File: src/sit_pkg.sv
// Shared types and constants of the sorted insertion table.
package sit_pkg;

	localparam int TABLE_DEPTH = 64;
	localparam int IDX_W       = $clog2(TABLE_DEPTH);
	localparam int CNT_W       = $clog2(TABLE_DEPTH + 1);

	localparam int REQ_W  = 2;
	localparam int ID_W   = 20;
	localparam int AUX_W  = 17;
	localparam int KEY_W  = 30;
	localparam int RIDX_W = 6;
	localparam int ST_W   = 3;
	localparam int ECNT_W = 7;

	localparam int IN_BITS     = ID_W + AUX_W + KEY_W + RIDX_W;
	localparam int IN_DATA_W   = ((IN_BITS + 7) / 8) * 8;
	localparam int OUT_BITS    = ID_W + AUX_W + KEY_W + ECNT_W;
	localparam int OUT_DATA_W  = ((OUT_BITS + 7) / 8) * 8;
	localparam int REQ_USER_W  = 8;
	localparam int ST_USER_W   = 8;

	// request codes; every code other than insert and clear decodes as a read
	localparam logic [REQ_W-1:0] REQ_INSERT = 2'd0;
	localparam logic [REQ_W-1:0] REQ_CLEAR  = 2'd2;

	typedef enum logic [ST_W-1:0] {
		ST_INSERTED = 3'd0,
		ST_DROPPED  = 3'd1,
		ST_READ_OK  = 3'd2,
		ST_BEYOND   = 3'd3,
		ST_CLEARED  = 3'd4
	} status_t;

	typedef enum logic [1:0] {
		S_IDLE,
		S_INS_CHK,
		S_INS_CMP,
		S_FIN
	} state_t;

	typedef struct packed {
		logic [KEY_W-1:0] key;
		logic [AUX_W-1:0] aux;
		logic [ID_W-1:0]  id;
	} entry_t;

	typedef struct packed {
		logic    accept;
		logic    cnt_clr;
		logic    cnt_inc;
		logic    rd_in;
		logic    rd_scan;
		logic    wr_new;
		logic    wr_old;
		logic    idx_dec;
		logic    out_load;
		status_t status;
	} ctl_t;

	typedef struct packed {
		logic full;
		logic idx_ok;
		logic idx_zero;
		logic key_ge;
	} sts_t;

endpackage

File: src/sit_ctrl.sv
// Request sequencer and result handshake of the sorted insertion table.
module sit_ctrl (
	input  logic                        clk,
	input  logic                        arst_n,
	input  logic                        in_valid,
	output logic                        in_ready,
	input  logic [sit_pkg::REQ_W-1:0]   req_type,
	output logic                        out_valid,
	input  logic                        out_ready,
	input  sit_pkg::sts_t               sts,
	output sit_pkg::ctl_t               ctl
);

	sit_pkg::state_t  state_q, state_d;
	sit_pkg::status_t status_q, status_d;
	logic             out_valid_q, out_valid_d;

	always_ff @(posedge clk or negedge arst_n) begin
		if (!arst_n) begin
			state_q     <= sit_pkg::S_IDLE;
			status_q    <= sit_pkg::ST_INSERTED;
			out_valid_q <= 1'b0;
		end else begin
			state_q     <= state_d;
			status_q    <= status_d;
			out_valid_q <= out_valid_d;
		end
	end

	always_comb begin
		state_d  = state_q;
		status_d = status_q;
		ctl      = '0;
		ctl.status = status_q;
		in_ready = 1'b0;
		unique case (state_q)
			sit_pkg::S_IDLE: begin
				in_ready = 1'b1;
				if (in_valid) begin
					ctl.accept = 1'b1;
					state_d    = sit_pkg::S_FIN;
					if (req_type == sit_pkg::REQ_INSERT) begin
						if (sts.full)
							status_d = sit_pkg::ST_DROPPED;
						else
							state_d = sit_pkg::S_INS_CHK;
					end else if (req_type == sit_pkg::REQ_CLEAR) begin
						ctl.cnt_clr = 1'b1;
						status_d    = sit_pkg::ST_CLEARED;
					end else begin
						ctl.rd_in = 1'b1;
						status_d  = sts.idx_ok ? sit_pkg::ST_READ_OK : sit_pkg::ST_BEYOND;
					end
				end
			end
			sit_pkg::S_INS_CHK: begin
				// top of the table reached: the new record lands here
				if (sts.idx_zero) begin
					ctl.wr_new  = 1'b1;
					ctl.cnt_inc = 1'b1;
					status_d    = sit_pkg::ST_INSERTED;
					state_d     = sit_pkg::S_FIN;
				end else begin
					ctl.rd_scan = 1'b1;
					state_d     = sit_pkg::S_INS_CMP;
				end
			end
			sit_pkg::S_INS_CMP: begin
				if (sts.key_ge) begin
					ctl.wr_new  = 1'b1;
					ctl.cnt_inc = 1'b1;
					status_d    = sit_pkg::ST_INSERTED;
					state_d     = sit_pkg::S_FIN;
				end else begin
					ctl.wr_old  = 1'b1;
					ctl.idx_dec = 1'b1;
					state_d     = sit_pkg::S_INS_CHK;
				end
			end
			sit_pkg::S_FIN: begin
				if (!out_valid_q || out_ready) begin
					ctl.out_load = 1'b1;
					state_d      = sit_pkg::S_IDLE;
				end
			end
			default: state_d = sit_pkg::S_IDLE;
		endcase
	end

	always_comb begin
		if (ctl.out_load)
			out_valid_d = 1'b1;
		else if (out_ready)
			out_valid_d = 1'b0;
		else
			out_valid_d = out_valid_q;
	end

	assign out_valid = out_valid_q;

endmodule

File: config.mk
export PLATFORM = sky130hd
export DESIGN_NAME = sit_ctrl
export DESIGN_NICKNAME = d
export VERILOG_FILES = /design/src/sit_pkg.sv /design/src/sit_ctrl.sv
export SDC_FILE = /design/constraint.sdc
export NUM_CORES = 1
export LEC_CHECK = 0
export BUFFER_PORTS_ARGS = -buffer_cell sky130_fd_sc_hd__buf_2
export CAP_MARGIN = 20
export CORE_UTILIZATION = 30
export CTS_CLUSTER_SIZE = 30
export DETAILED_ROUTE_END_ITERATION = 6
export PLACE_DENSITY = 0.62
export SYNTH_ARGS = -nofsm -noshare
export SYNTH_HDL_FRONTEND = slang
export SYNTH_SLANG_ARGS = --single-unit
File: constraint.sdc
create_clock -name clk -period 1.6 [get_ports clk]
set_clock_uncertainty 0.2 [all_clocks]
set_input_delay 0.32 -clock clk [delete_from_list [all_inputs] [get_ports clk]]
set_output_delay 0.32 -clock clk [all_outputs]
set_load 0.03 [all_outputs]
==> reports/qor.yml, run 1 <==
gp_congestion: 0.753
intPower_mw: 1.39
root_buffer: "clkbuf_4"
grt_pass1_wl_um: 2260
critPathRequiredTime_ps: 1520
yosys_warnings: 0
antenna_cells: 0
switching_share: 0.415
ios: 24
syn_nets: 64
powerDensity_mw_per_mm2: 2430
fillers: 123
cts_buffers: 3
start_util: 0.321
grt_use_total: 0.167
period_share: 1.20
drc: 0
coreArea_mm2: 0.00151
comb_power_share: 0.829
criticalPathCategory: "reg2reg"
drv_cap: 0
ys_ff_latch: 6
violations: "setup timing"
path_clk_slew_ps: 50
p_switching_uw: 983
worst-path-max-fanout: 3
dieWidth_um: 42.2
first_global_vias: 483
syn_to_final_growth_pct: 102
setup_viol: 15
dr.pass1.iters: 4
wl_met3_um: 39
overflow: 0
synth_cells: 49
period_minus_slack_ps: 1920
htreeDepth: 1
finish.utilization: 0.648
status: "finished with violations"
drt-initial-drc-count: 6
seq_area_frac_synth: 0.310
finalWirelength_um: 1450
synth_top_area_cell: "dfrtp_1"
wirelength_met1_um: 596
syn_area_um2: 484
endpoint_kind: "register"
dieArea_mm2: 0.00178
io_buffer_count: 23
dp_hpwl_um: 934
dp_slack_ps: -218
clk_latency_ps: 240
grt_max_degree: 7
layout.nets: 109
seq_power_share: 0.114
num_rows: 14
netlist_top_cells_count: "6 x dfrtp_1, 5 x ha_1, 4 x inv_1, 4 x nor2b_1"
tightest_slew_ps: 315
wl_met2_um: 792
rsz0062_at_grt: "true"
async_flop_share: 1.00
antenna_left: 0
synth_edf_count: 0
avgSynthCellArea_um2: 9.88
max_slew_margin: 0.788
dr.max_layer_used: "met4"
ys.flop_type: "dfrtp_1"
antenna_found_initial: 0
synth_area_leaders: "dfrtp_1 31%, ha_1 13%, mux2_4 6.2%, nor2b_1 5.2%, buf_4 4.7%"
vias_per_cell: 4.79
fp.dieH_um: 42.2
wl_per_cell_um: 13.4
hp-class: "in2reg"
clock_path_buffers: 2
drive_above_1_share: 0.739
num_vias: 517
synth_top_area_frac: 0.310
crit_arrival_ps: 1830
max_freq_mhz: 522
setup_slack_ps: -315
yosysUniqueCellTypes: 23
clock-sinks: 6
ir_drop_v: 0.00149
post-synth-top-count-cell: "dfrtp_1"
worst_setup_path_start_kind: "register"
drv_slew: 0
p_leak_nw: 0.478
hold_viol_final: 0
p_clk_frac: 0.058
cts_tree: "yes"
-- repair_timing --
| item | CTS | global route |
|---|---|---|
| gates resized for setup | 32 | 7 |
| setup endpoints to repair | 15 | 15 |
| setup buffers | 6 | 4 |
| endpoints found under the hold margin | 6 | 0 |
| pin swaps | 4 | 5 |
| hold buffers | 1 | 0 |
-- cell usage in the layout (no fill, tap or decap), types with 2 or more instances in the layout --
cell      netlist  layout
buf_6           0      15
buf_2           0      13
buf_4           3      13
dfrtp_1         6       6
nor2b_4         1       5
inv_2           0       3
nand2_1         3       3
clkbuf_4        0       3
nand2b_1        2       2
and2_4          0       2
a21oi_1         2       2
mux2_4          2       2
a211oi_1        2       2
ha_4            0       2
ha_2            0       2
-- path summary, 6_finish.rpt --
path	startpoint	slack [ps]	to	cells past startpoint
max in group asynchronous	arst_n	830	out_valid	2
setup / recovery	state_q[0]	-320	status_q[1]	7
min in group asynchronous	arst_n	230	state_q[1]	2
hold reg to reg	status_q[2]	320	status_q[2]	1
hold / removal	sts[2]	170	status_q[0]	4
setup reg to reg	state_q[0]	-320	status_q[1]	7
-- flip-flops by register name, indices dropped and copies added, names as in the netlist --
name / flops
out_valid: 1
state_q: 2
status_q: 3
-- power by group through the flow --
stage / clock, mW / sequential, mW / combinational (mW)
5_1_grt: 0.146 / 0.278 / 2.08
2_1_floorplan: 0 / 0.350 / 0.940
3_5_place_dp: 0 / 0.273 / 1.37
3_3_place_gp: 0 / 0.266 / 1.35
4_1_cts: 0.140 / 0.269 / 1.80
6_report: 0.137 / 0.270 / 1.96
-- stage by stage --
stage | setup TNS, ps | instances | power (mW) | instance area (um^2) | hold WS (ps)
2_1_floorplan | -998 | 49 | 1.29 | 534 | -176
3_3_place_gp | -1150 | 94 | 1.61 | 711 | -51.0
3_5_place_dp | -1450 | 94 | 1.64 | 711 | -47.9
4_1_cts | -3090 | 104 | 2.21 | 917 | 168
5_1_grt | -4510 | 108 | 2.51 | 976 | 184
6_report | -3590 | 108 | 2.37 | 976 | 175
-- logic make-up after synthesis --
family,Yosys count,synth area share
buffers and inverters,7,0.0775
DFF,6,0.310
and+or+nand+nor,19,0.269
AOI/OAI and AO/OA,9,0.132
muxes,3,0.0827
adders and majority gates,5,0.129
-- critical path: stages, from the launching register on --
cell	delay, ps
dfrtp_1	360
inv_2	70
ha_2	200
nor2b_4	140
buf_12	120
nor4_4	270
nand2_2	120
mux2_4	320
-- layer usage --
metal,vias up,global-route usage
met3,2,0
li1,252,-
met2,17,0.320
met4,0,0.0563
met5,-,0
met1,246,0.198
-- final cells by class --
type	instances	area (um^2)	share of cell area
clock buffer	3	22.5	0.0231
inverter	4	15.0	0.0154
multi-input combinational	36	407	0.417
sequential	6	150	0.154
tap	16	20.0	0.0205
timing repair buffer	43	362	0.371
Power figures use the tool's default switching activity.
==> run 2: changes to the inputs <==
Settings changed: PLACE_DENSITY 0.62 to unset.
==> reports/qor.yml, run 2 (synthesis gave the netlist of run 1 again) <==
num_rows: 14
dp_slack_ps: -229
dr.pass1.iters: 2
final_common_cell: "buf_6"
dp_hpwl_um: 804
first_global_vias: 511
max_freq_mhz: 529
period_share: 1.18
vias_per_cell: 4.64
criticalPathCategory: "reg2reg"
drc: 0
coreArea_mm2: 0.00151
comb_power_share: 0.817
start_util: 0.321
final_area_um2: 921
cts_tree: "yes"
overflow: 0
grt_max_degree: 7
clock_path_buffers: 2
seq_power_share: 0.121
clk_latency_ps: 240
path_clk_slew_ps: 50
syn_to_final_growth_pct: 90.2
antenna_left: 0
ir_drop_v: 0.00134
num_vias: 492
drt-initial-drc-count: 5
regArea_um2: 150
intPower_mw: 1.29
antenna_cells: 0
setup_viol: 15
fillers: 128
gp_congestion: 0.670
endpoint_kind: "register"
max_slew_margin: 0.808
powerDensity_mw_per_mm2: 2400
multi_input_area_um2: 379
dieWidth_um: 42.2
p_clk_frac: 0.062
p_switching_uw: 923
hold_ws_ps: 172
worst-path-max-fanout: 3
htreeDepth: 1
worst_setup_path_start_kind: "register"
grt_use_total: 0.159
cts_buffers: 3
largest_reg_flops: 3
fp.dieH_um: 42.2
instances_no_fill: 106
drv_cap: 0
drive_above_1_share: 0.711
hp-start: "sts[2]"
switching_share: 0.417
placedCellCount: 93
p_leak_nw: 0.458
clock-sinks: 6
finalSetupTns_ps: -3170
violations: "setup timing"
rsz0062_at_grt: "true"
finalWirelength_um: 1270
dieArea_mm2: 0.00178
finalPower_mw: 2.21
antenna_found_initial: 0
layout.nets: 107
rr_startpoint: "state_q[1]"
placed_cell_area_um2: 703
period_minus_slack_ps: 1890
root_buffer: "clkbuf_4"
top_register: "status_q"
finish.utilization: 0.611
layout_common_cells: "15 x buf_6, 13 x buf_2, 12 x buf_4"
grt_pass1_wl_um: 2160
crit_start: "state_q[1]"
tightest_slew_ps: 286
wl_per_cell_um: 12.0
status: "finished with violations"
hp-class: "in2reg"
io_buffer_count: 23
setup_slack_ps: -289
drv_slew: 0
hold_viol_final: 0
crit_arrival_ps: 1810
critPathRequiredTime_ps: 1520
ios: 24
run 2: power groups by stage:
stage	sequential [mW]	clock, mW	combinational (mW)
3_3_place_gp	0.271	0	1.32
6_report	0.269	0.137	1.81
3_5_place_dp	0.275	0	1.32
4_1_cts	0.265	0.138	1.76
5_1_grt	0.276	0.154	1.93
2_1_floorplan	0.350	0	0.940
run 2: worst paths after layout:
check	to	slack (ps)	cells after the start
worst min register to register	status_q[2]	310	1
min in group asynchronous	status_q[1]	230	2
worst min-delay path	status_q[0]	170	4
max in group asynchronous	status_q[0]	820	2
worst max-delay path	status_q[1]	-290	7
worst max register to register	status_q[1]	-290	7
run 2: metal layers:
metal | track usage | up-vias | routed length, um
li1 | - | 245 | -
met1 | 0.179 | 237 | 535
met2 | 0.295 | 10 | 710
met3 | 0.0259 | 0 | 23
met4 | 0.0563 | 0 | 0
met5 | 0 | - | 0
run 2: area by class of cell:
type,count,area share
multi-input combinational,36,0.412
timing repair buffer,41,0.363
sequential,6,0.163
clock buffer,3,0.0245
tap,16,0.0217
inverter,4,0.0163
run 2: what timing repair did:
item | in CTS | in global routing
pin swaps | 5 | 1
cloned | 0 | 0
endpoints found under the hold margin | 6 | 0
endpoints found under the setup margin | 15 | 15
resized for setup | 32 | 2
setup buffers | 8 | 1
hold buffers | 1 | 0
run 2: worst max-delay path: stages, from the launching register on:
cell and delay, ps:
dfrtp_1 390, inv_2 80, ha_4 280, buf_6 90, nor2_4 30, nor4_4 270
nand2_2 120, mux2_4 320
==> run 3: changes to the inputs <==
Settings changed: ABC_AREA set to 1, CTS_CLUSTER_SIZE 30 to 25.
==> reports/qor.yml, run 3 <==
yosysUniqueCellTypes: 16
io_buffer_count: 23
cts_tree: "yes"
criticalPathCategory: "reg2out"
largest_reg_flops: 3
final_area_um2: 970
max_freq_mhz: 539
layout_common_cells: "16 x nand2_1, 14 x buf_6, 13 x buf_2"
overflow: 0
setup_viol: 11
hp-class: "in2reg"
status: "finished with violations"
p_leak_nw: 0.532
synth_area_leaders: "dfrtp_1 29%, nand2_1 17%, ha_1 12%, inv_1 9.4%, nor2_1 6.5%"
yosys_warnings: 0
post-synth-top-count-cell: "nand2_1"
antenna_found_initial: 0
synth_top_area_cell: "dfrtp_1"
ir_drop_v: 0.00149
htreeDepth: 1
period_minus_slack_ps: 1860
avgSynthCellArea_um2: 6.59
netlist_top_cells_count: "24 x nand2_1, 13 x inv_1, 9 x nor2_1, 6 x dfrtp_1, 6 x nand3_1"
top_register: "status_q"
drt-initial-drc-count: 7
ios: 24
first_global_vias: 570
ys_ff_latch: 6
synth_edf_count: 0
num_vias: 620
rr_startpoint: "state_q[0]"
antenna_cells: 0
async_flop_share: 1.00
clock_path_buffers: 2
cts_buffers: 3
setup_slack_ps: -257
grt_use_total: 0.179
syn_to_final_growth_pct: 86.3
worst_setup_path_start_kind: "register"
path_clk_slew_ps: 40
drv_cap: 0
finalWirelength_um: 1550
dieWidth_um: 43.7
dieArea_mm2: 0.00191
coreArea_mm2: 0.00156
syn_nets: 94
start_util: 0.334
num_rows: 14
period_share: 1.16
antenna_left: 0
clk_latency_ps: 240
layout.nets: 132
violations: "DRC, setup timing"
max_slew_margin: 0.892
rr_endpoint: "status_q[1]"
placed_cell_area_um2: 712
syn_area_um2: 520
powerDensity_mw_per_mm2: 2290
crit_end: "ctl[6]"
clock-sinks: 6
grt_max_degree: 7
hold_viol_final: 0
dp_hpwl_um: 1100
crit_start: "state_q[0]"
drive_above_1_share: 0.626
root_buffer: "clkbuf_4"
seq_area_frac_synth: 0.288
gp_congestion: 0.718
grt_pass1_wl_um: 2420
endpoint_kind: "output port"
ff2ff_path_depth: 8
vias_per_cell: 4.73
synth_cells: 79
rsz0062_at_grt: "true"
fp.dieH_um: 43.7
wl_per_cell_um: 11.8
worst-r2r-setup-slack_ps: -10
drc: 1
drv_slew: 0
dr.pass1.iters: 6
worst-path-max-fanout: 3
final_common_cell: "nand2_1"
critPathRequiredTime_ps: 1080
crit_arrival_ps: 1340
tightest_slew_ps: 162
synth_top_area_frac: 0.288
ys.flop_type: "dfrtp_1"
finalPower_mw: 2.22
run 3: repair_timing:
action,4_1_cts,5_1_grt
gates resized for setup,25,22
buffers inserted,4,4
cloned,0,0
hold endpoints to repair,6,0
setup endpoints to repair,11,14
hold buffers,1,0
pin swaps,2,11
run 3: per-layer routing:
| layer | up-vias | GRT usage | part of all wire |
|---|---|---|---|
| li1 | 311 | - | - |
| met4 | 0 | 0.131 | 0.039 |
| met3 | 7 | 0.0292 | 0.036 |
| met2 | 23 | 0.313 | 0.53 |
| met1 | 279 | 0.191 | 0.40 |
| met5 | - | 0 | 0 |
run 3: where the power goes:
| part | internal [mW] | switching [mW] |
|---|---|---|
| combinational | 0.794 | 0.982 |
| clock | 0.0846 | 0.0510 |
| sequential | 0.230 | 0.0776 |
| total | 1.11 | 1.11 |
run 3: how the worst min path moves through the flow:
stage / from / to / cells after the start
after floorplan: arst_n / out_valid / 0
after global placement: arst_n / out_valid / 1
after CTS: out_ready / out_valid / 4
after detailed placement: arst_n / out_valid / 1
final: out_ready / out_valid / 4
after global routing: out_ready / out_valid / 4
run 3: worst max-delay path, stage by stage, from the launching register on:
cell     delay [ps]
dfrtp_2         420
inv_4            70
ha_4            270
inv_2            50
a21oi_4         130
buf_6           150
run 3: layout make-up:
cell class	instances	area (um^2)
clock buffers	3	22.5
fillers	143	589
inverters	15	61.3
multi-input cells	55	422
flip-flops and latches	6	151
well taps	16	20.0
repair buffers	36	293
run 3: stage by stage:
stage	setup TNS, ps	util	instances	hold slack [ps]	setup WS, ps
after floorplan	-129	-	79	-176	-129
after CTS	-1740	0.551	127	125	-288
after global routing	-2440	0.622	131	196	-313
after detailed placement	-140	0.457	119	-46.3	-70.5
after global placement	-86.5	0.457	119	-52.6	-43.4
final	-1720	0.622	131	165	-257
run 3: cells by family after synthesis:
family | Yosys count | synth area share
and+or+nand+nor | 46 | 0.397
DFF | 6 | 0.288
adders and majority gates | 5 | 0.120
buffers and inverters | 18 | 0.151
AOI/OAI and AO/OA | 4 | 0.0433
